### src/hw/rtl/negacyclic_ntt_poly_multiply_unit_defines.svh
// Assertion macros shared by the RTL.
`ifndef NEGACYCLIC_NTT_POLY_MULTIPLY_UNIT_DEFINES_SVH
`define NEGACYCLIC_NTT_POLY_MULTIPLY_UNIT_DEFINES_SVH

// Same-cycle implication, disabled while reset is asserted.
`define NTTPM_ASSERT_SAME(lbl, clk, rst_n, ante, cons) \
	lbl: assert property (@(posedge clk) disable iff (!rst_n) (ante) |-> (cons)) \
		else $error("nttpm same-cycle check failed");

// Next-cycle implication, disabled while reset is asserted.
`define NTTPM_ASSERT_NEXT(lbl, clk, rst_n, ante, cons) \
	lbl: assert property (@(posedge clk) disable iff (!rst_n) (ante) |=> (cons)) \
		else $error("nttpm next-cycle check failed");

`endif

### src/hw/rtl/nttpm_pkg.sv
package nttpm_pkg;

	localparam int POLY_SIZE = 1024;
	localparam int LOG_N     = $clog2(POLY_SIZE);
	localparam int STG_W     = $clog2(LOG_N);
	localparam int COEF_BITS = 60;
	localparam int MM_CNT_W  = $clog2(COEF_BITS);
	localparam int IN_W      = ((2 * COEF_BITS + 7) / 8) * 8;
	localparam int OUT_W     = ((COEF_BITS + 7) / 8) * 8;
	localparam int CFG_IDX_W = 2;

	typedef logic [COEF_BITS-1:0] coef_t;
	typedef logic [LOG_N-1:0]     idx_t;

	localparam logic [CFG_IDX_W-1:0] CFG_MODULUS = 2'd0;
	localparam logic [CFG_IDX_W-1:0] CFG_PSI     = 2'd1;
	localparam logic [CFG_IDX_W-1:0] CFG_MODE    = 2'd2;

	localparam logic [1:0] INV_PSI   = 2'd0;
	localparam logic [1:0] INV_OMEGA = 2'd1;
	localparam logic [1:0] INV_N     = 2'd2;

	localparam coef_t COEF_ONE = coef_t'(1);

	typedef struct packed {
		logic  start;
		coef_t x;
		coef_t y;
	} mm_req_t;

	typedef enum logic [4:0] {
		ST_IDLE,
		ST_RDOUT,
		ST_PSI_W,
		ST_OMG_W,
		ST_NMOD_W,
		ST_EXP_INIT,
		ST_EXP,
		ST_EXP_RW,
		ST_EXP_BW,
		ST_E_RD,
		ST_E_M1,
		ST_E_M1W,
		ST_E_M2W,
		ST_B_CHK,
		ST_B_R2,
		ST_B_W1,
		ST_B_W2,
		ST_N_R1,
		ST_N_R2,
		ST_N_M,
		ST_N_MW,
		ST_N_W2
	} state_t;

	typedef enum logic [3:0] {
		J_RED,
		J_TWA,
		J_FILLF,
		J_NTTA,
		J_TWB,
		J_NTTB,
		J_PMUL,
		J_FILLI,
		J_NTTI,
		J_SCALE,
		J_UNTW
	} job_t;

	function automatic idx_t bitrev(input idx_t v);
		idx_t r;
		for (int k = 0; k < LOG_N; k++) begin
			r[k] = v[LOG_N-1-k];
		end
		return r;
	endfunction

endpackage

### src/hw/rtl/nttpm_modmul.sv
module nttpm_modmul (
	input  logic               clk,
	input  logic               arst_n,
	input  nttpm_pkg::mm_req_t req,
	input  nttpm_pkg::coef_t   q,
	output logic               busy,
	output logic               done,
	output nttpm_pkg::coef_t   prod
);
	import nttpm_pkg::*;

	logic [COEF_BITS:0]  acc_q, dbl, red1, sum, red2, qx;
	coef_t               x_q, y_q, q_q;
	logic [MM_CNT_W-1:0] cnt_q;
	logic                busy_q, done_q;

	// One multiplier bit per cycle, MSB first: double, reduce, add, reduce.
	always_comb begin
		qx   = {1'b0, q_q};
		dbl  = {acc_q[COEF_BITS-1:0], 1'b0};
		red1 = (dbl >= qx) ? dbl - qx : dbl;
		sum  = red1 + (y_q[COEF_BITS-1] ? {1'b0, x_q} : '0);
		red2 = (sum >= qx) ? sum - qx : sum;
	end

	always_ff @(posedge clk or negedge arst_n) begin
		if (!arst_n) begin
			busy_q <= 1'b0;
			done_q <= 1'b0;
			cnt_q  <= '0;
		end else begin
			done_q <= 1'b0;
			if (req.start) begin
				busy_q <= 1'b1;
				cnt_q  <= MM_CNT_W'(COEF_BITS - 1);
			end else if (busy_q) begin
				cnt_q <= cnt_q - 1'b1;
				if (cnt_q == '0) begin
					busy_q <= 1'b0;
					done_q <= 1'b1;
				end
			end
		end
	end

	always_ff @(posedge clk) begin
		if (req.start) begin
			acc_q <= '0;
			x_q   <= req.x;
			y_q   <= req.y;
			q_q   <= q;
		end else if (busy_q) begin
			acc_q <= red2;
			y_q   <= {y_q[COEF_BITS-2:0], 1'b0};
		end
	end

	assign busy = busy_q;
	assign done = done_q;
	assign prod = acc_q[COEF_BITS-1:0];

endmodule

### config.mk
export PLATFORM = sky130hd
export DESIGN_NAME = nttpm_modmul
export DESIGN_NICKNAME = d
export VERILOG_FILES = /design/src/hw/rtl/negacyclic_ntt_poly_multiply_unit_defines.svh /design/src/hw/rtl/nttpm_pkg.sv /design/src/hw/rtl/nttpm_modmul.sv
export SDC_FILE = /design/constraint.sdc
export NUM_CORES = 1
export LEC_CHECK = 0
export ABC_CLOCK_PERIOD_IN_PS = 10900
export BUFFER_PORTS_ARGS = -buffer_cell sky130_fd_sc_hd__buf_2
export CORE_UTILIZATION = 30
export CTS_BUF_LIST = sky130_fd_sc_hd__clkbuf_4
export CTS_CLUSTER_SIZE = 8
export DETAILED_ROUTE_END_ITERATION = 16
export GPL_TIMING_DRIVEN = 0
export HOLD_SLACK_MARGIN = 0.12
export PLACE_DENSITY = 0.46
export REMOVE_ABC_BUFFERS = 1
export SYNTH_ARGS = -nofsm -noshare
export SYNTH_HDL_FRONTEND = slang
export SYNTH_SLANG_ARGS = --single-unit
export TNS_END_PERCENT = 10
### constraint.sdc
create_clock -name clk -period 10.9 [get_ports clk]
set_input_delay 2.18 -clock clk [delete_from_list [all_inputs] [get_ports clk]]
set_output_delay 2.18 -clock clk [all_outputs]
set_load 0.01 [all_outputs]
# After elaboration in Yosys (flattened, before gate mapping)
# Cells that the tools add are included.
# W data, S select, Z words.
[totals]
output_inout_bits = 62
regBits = 248
[op_classes]
n_lt_le_gt_ge = 2
n_reduce_logical = 2
n_addsub = 4
n_mux = 13
[op_table]
columns = ["operator", "n"]
rows = [
  ["$mux W60", 4],
  ["$ge A61 B60 Y1", 2],
  ["$add A61 B60 Y61", 1],
  ["$mux W61", 1],
  ["$sub A61 B60 Y61", 1],
  ["$sub A60 B60 Y60", 1],
  ["$mux W6", 2],
  ["$logic_not A6 Y1", 1],
  ["$mux W1", 6],
  ["$sub A6 B1 Y6 const B", 1],
  ["$reduce_bool A2 Y1", 1],
]

# Longest topological paths before layout
[depth]
depth_word = 5
depth_mapped = 39

# Worst setup path before layout
# Ideal clock, no wire load.
[synth_path]
path_kind = "flip-flop to flip-flop"
startpoint = "register acc_q[55]"
endpoint = "register acc_q[56]"
setup_time_ns = 0.071
period_less_slack_ns = 7.825
required_time_ns = 10.829
path_buffers = 3
path_stages_with_launch = 34
setup_slack_ns = 3.075
arrival_ns = 7.754
cell_sequence = "dfxtp_1 ha_1 clkbuf_2 nand4_2 or4_1 nor3_2 a41oi_1 o21ai_1 a31oi_1 o21ai_1 clkbuf_1 mux2_2 ha_1 a21oi_2 nand2_1 a221oi_1 o221ai_1 o21ai_0 a21oi_1 o311ai_0 a21oi_1 or3_1 and2_1 ha_1 clkbuf_1 and3_1 and4_1 and3_1 nand3_1 o211a_1 a21oi_2 nor3_4 or4_1 a21oi_1"
[synth_between]
elab_chain_cells = 5
[synth_rtl]
columns = ["item", "line_no", "source"]
rows = [
  ["from (decl)", "nttpm_modmul.sv:12", "logic [COEF_BITS:0] acc_q, dbl, red1, sum, red2, qx;"],
  ["from (signal assigned)", "nttpm_modmul.sv:53", "acc_q <= red2;"],
  ["$sub A61 B60 Y61 / $ge A61 B60 Y1 (equally long branches)", "nttpm_modmul.sv:21", "red1 = (dbl >= qx) ? dbl - qx : dbl;"],
  ["$mux W61 *", "nttpm_modmul.sv:21", ""],
  ["$add A61 B60 Y61 *", "nttpm_modmul.sv:22", "sum = red1 + (y_q[COEF_BITS-1] ? {1'b0, x_q} : '0);"],
  ["$sub A60 B60 Y60 / $ge A61 B60 Y1 (equally long branches)", "nttpm_modmul.sv:23", "red2 = (sum >= qx) ? sum - qx : sum;"],
  ["$mux W60 *", "nttpm_modmul.sv:23", ""],
]
# Mark *: on every way between the ends. The rest lies on a longest branch, timed or not.
# A chain may end at the register's enable or synchronous reset.

# Worst setup path after layout
[layout_path]
startpoint = "register q_q[54]"
endpoint = "register acc_q[25]"
[layout_between]
elab_chain_cells = 5
[layout_rtl]
columns = ["item", "line_no", "source"]
rows = [
  ["from (decl)", "nttpm_modmul.sv:13", "coef_t x_q, y_q, q_q;"],
  ["from (signal assigned)", "nttpm_modmul.sv:51", "q_q <= q;"],
  ["$sub A61 B60 Y61 / $ge A61 B60 Y1 (equally long branches)", "nttpm_modmul.sv:21", ""],
  ["$mux W61", "nttpm_modmul.sv:21", ""],
  ["$add A61 B60 Y61", "nttpm_modmul.sv:22", ""],
  ["$ge A61 B60 Y1 / $sub A60 B60 Y60 (equally long branches)", "nttpm_modmul.sv:23", ""],
  ["$mux W60 *", "nttpm_modmul.sv:23", ""],
]
# Marks and branches as above.

==> flow_summary_export.csv <==
group,metric,value,unit
timing,worst_pin_slew,1.08,ns
timing,rsz0062_at_grt,"no",
clock_tree,number_of_buffers_inserted_during_clock_tree_synthesis,78,
die,core_region_area,0.0691,sq mm
die,core.rowCount,96,
synth,synth_seq_cells,248,
clock_tree,tritoncts_clock_tree,"yes",
finish,layout.filler_cells,7268,
timing,fin_skew,0.0978,ns
grt,grt_antenna_before_repair,14,
synth,synth.most_common_cell,"a21oi_1",
clock_tree,clkLatencyLatePin,0.88,ns
setup_path,critical_path_buf_inv_count,4,
synth,post_synth_num_cell_types,96,
grt,first_global_vias,18500,
finish,layout-drive-gt1-share,19.4,%
grt,groute.usage.overall,19.8,%
timing,worst_hold_margin,0.514,ns
synth,syn-mean-instance-area,8.89,sq um
die,start_util,30.5,%
synth,synthesis.yosys.warnings,0,
job,drv.max_cap_violation_count,0,
synth,synthesis.instances,2368,
grt,globalRoute.totalOverflow,0,
finish,finish.net_count,2954,
die,die_width,267,um
timing,timing.fmax,96.8,MHz
synth,dominantRegCellSynth,"edfxtp_1",
finish,multi_input_area,0.0133,sq mm
setup_path,crit_type,"reg -> reg",
synth,synth_largest_area_cell,"edfxtp_1",
finish,sequential_cell_area,0.00681,sq mm
place,gpl.final_weighted_congestion,0.909,
clock_tree,cts-htree-levels,3,
timing,setup_tns,0,ns
detailed_routing,drc,0,
die,die_h,267,um
setup_path,crit_fanout,34,
detailed_routing,route.detailed.vias_per_inst,5.22,
synth,synth.top_cells.by_count,"a21oi_1, ha_1, edfxtp_1, nor2_1, nand2_1",
synth,synth_edf_count,180,
grt,largest_net_degree_at_the_start_of_global_routing,89,
detailed_routing,postRouteWirelength,71300,um
setup_path,cp.arrival,10.99,ns
detailed_routing,antenna_violating_nets_post_route,0,
timing,finalCritPeriodShare,94.8,%
timing,period_minus_slack,10.33,ns
detailed_routing,drt_pre_antenna_iters,5,
detailed_routing,detail_route.iter0.violations,1155,
detailed_routing,via_count,18700,
die,design.portCount,245,
finish,area_growth_syn_to_layout,15.4,%
setup_path,crit_path_end_kind,"flip-flop",
place,port_buf_inserts,244,
setup_path,endpoint_required_time_on_the_critical_path,11.56,ns
clock_tree,max-clock-path-buffers,3,
finish,fin_util,35.2,%
setup_path,startpoint_type,"flip-flop",
synth,syn_area,0.0211,sq mm
min_path,timing.hold.worst.class,"reg -> reg",
run_status,run_status,"finished clean",
timing,max-slew-margin-rel,27.7,%
timing,timing.final.hold_violations,0,
grt,grt_first_pass_wirelength,109000,um
setup_path,worst_path_max_delay_cell,"o31ai_4",
setup_path,cpLargestDelayFamily,"simple AND/OR/NAND/NOR gates",
clock_tree,cts.sink_count,248,
clock_tree,clkSlewWorstSetupHoldPaths,0.06,ns
synth,netlist_top_cells_area,"edfxtp_1, ha_1, a21oi_1, dfxtp_1, xnor2_1",
clock_tree,cts_hold_buffers,0,
place,dp.final_hpwl,56300,um
timing,final-setup-viol-count,0,
clock_tree,clock_root_buffer,"clkbuf_4",
synth,netlist.area_leader.share,25.7,%
timing,final-max-slew-violation-count,0,
synth,synth.yosys.seq_area_share,32.3,%
die,fp.dieArea,0.0712,sq mm
detailed_routing,routed_wire_length_per_instance,19.9,um
setup_path,cp_slowest_stage_delay,0.58,ns
synth,ys_async_sr_fraction,3.23,%
cells in the final DEF, fill, tap and decap left out, drive strengths merged, types with 103 or more instances in the layout:
| cell type | synthesis | final |
|---|---|---|
| a21o | 104 | 104 |
| a21oi | 249 | 249 |
| buf | 24 | 255 |
| clkbuf | 94 | 115 |
| edfxtp | 180 | 180 |
| ha | 183 | 183 |
| inv | 130 | 134 |
| nand2 | 163 | 163 |
| nor2 | 177 | 177 |
| o21ai | 109 | 109 |
| xnor2 | 103 | 103 |
area by class of cell:
class | instances | share of cell area (%)
diodes | 5 | 0.0515
clock buffers | 115 | 3.56
clock inverters | 28 | 0.711
inverters | 131 | 2.02
multi-input cells | 1871 | 54.7
flip-flops and latches | 248 | 28.0
well taps | 931 | 4.80
repair buffers | 255 | 6.11
layer usage:
metal  share of wire [%]  up-vias  GRT usage (%)
met1                  46     8764           25.8
li1                    -     9262              -
met5                0.16        -              0
met3                 6.0      130           4.74
met2                  45      539           31.8
met4                 2.9       20           6.90
cell families (layout without fill, tap and decap cells):
kind of cell / Yosys count / after routing / share of synthesized area (%)
xor gates and xnor gates: 164 / 164 / 6.82
adders and majority gates: 186 / 186 / 11.2
and+or+nand+nor: 662 / 662 / 15.4
buffers and inverters: 249 / 529 / 4.80
AOI/OAI and AO/OA: 737 / 737 / 23.2
other: 0 / 5 / 0
DFF: 248 / 248 / 32.3
muxes: 122 / 122 / 6.28
tightest hold or removal path, cell delays in order (launching register included):
cell,delay [ns]
dfxtp_1,0.33
nor2_1,0.09
a211oi_1,0.05
sequential cells by signal (all words and copies together) (netlist names):
| signal | cells |
|---|---|
| acc_q | 60 |
| y_q | 60 |
| busy | 1 |
| cnt_q | 6 |
| x_q | 60 |
| done | 1 |
| q_q | 60 |
stage by stage:
stage,area (sq um),std cells,setup slack (ns)
floorplan,20500,2250,-0.422
global placement,22900,3425,-6.24
global route,24300,3580,0.00742
CTS,24200,3578,0.156
finish,24300,3584,0.566
detailed placement,23200,3435,-0.0924
final timing paths:
path,slack (ns),from,cells past startpoint,end
setup reg to reg,0.57,q_q[54]$_DFFE_PP_,34,acc_q[25]$_SDFFE_PP0P_
max in group asynchronous,9.56,arst_n,1,busy$_DFF_PN0_
setup / recovery,0.57,q_q[54]$_DFFE_PP_,34,acc_q[25]$_SDFFE_PP0P_
hold reg to reg,0.51,acc_q[7]$_SDFFE_PP0P_,2,acc_q[7]$_SDFFE_PP0P_
hold / removal,0.51,acc_q[7]$_SDFFE_PP0P_,2,acc_q[7]$_SDFFE_PP0P_
min in group asynchronous,1.16,arst_n,1,cnt_q[3]$_DFFE_PN0P_
what timing repair did:
action                     in CTS  in global routing
setup endpoints to repair      23                 60
buffers inserted                0                  1
gates resized for setup         2                  4
hold endpoints to repair        0                  0
pin swaps                       0                  1
Power is not shown: default switching activity piles up to over one toggle a cycle in this logic, so the estimate is an artifact.
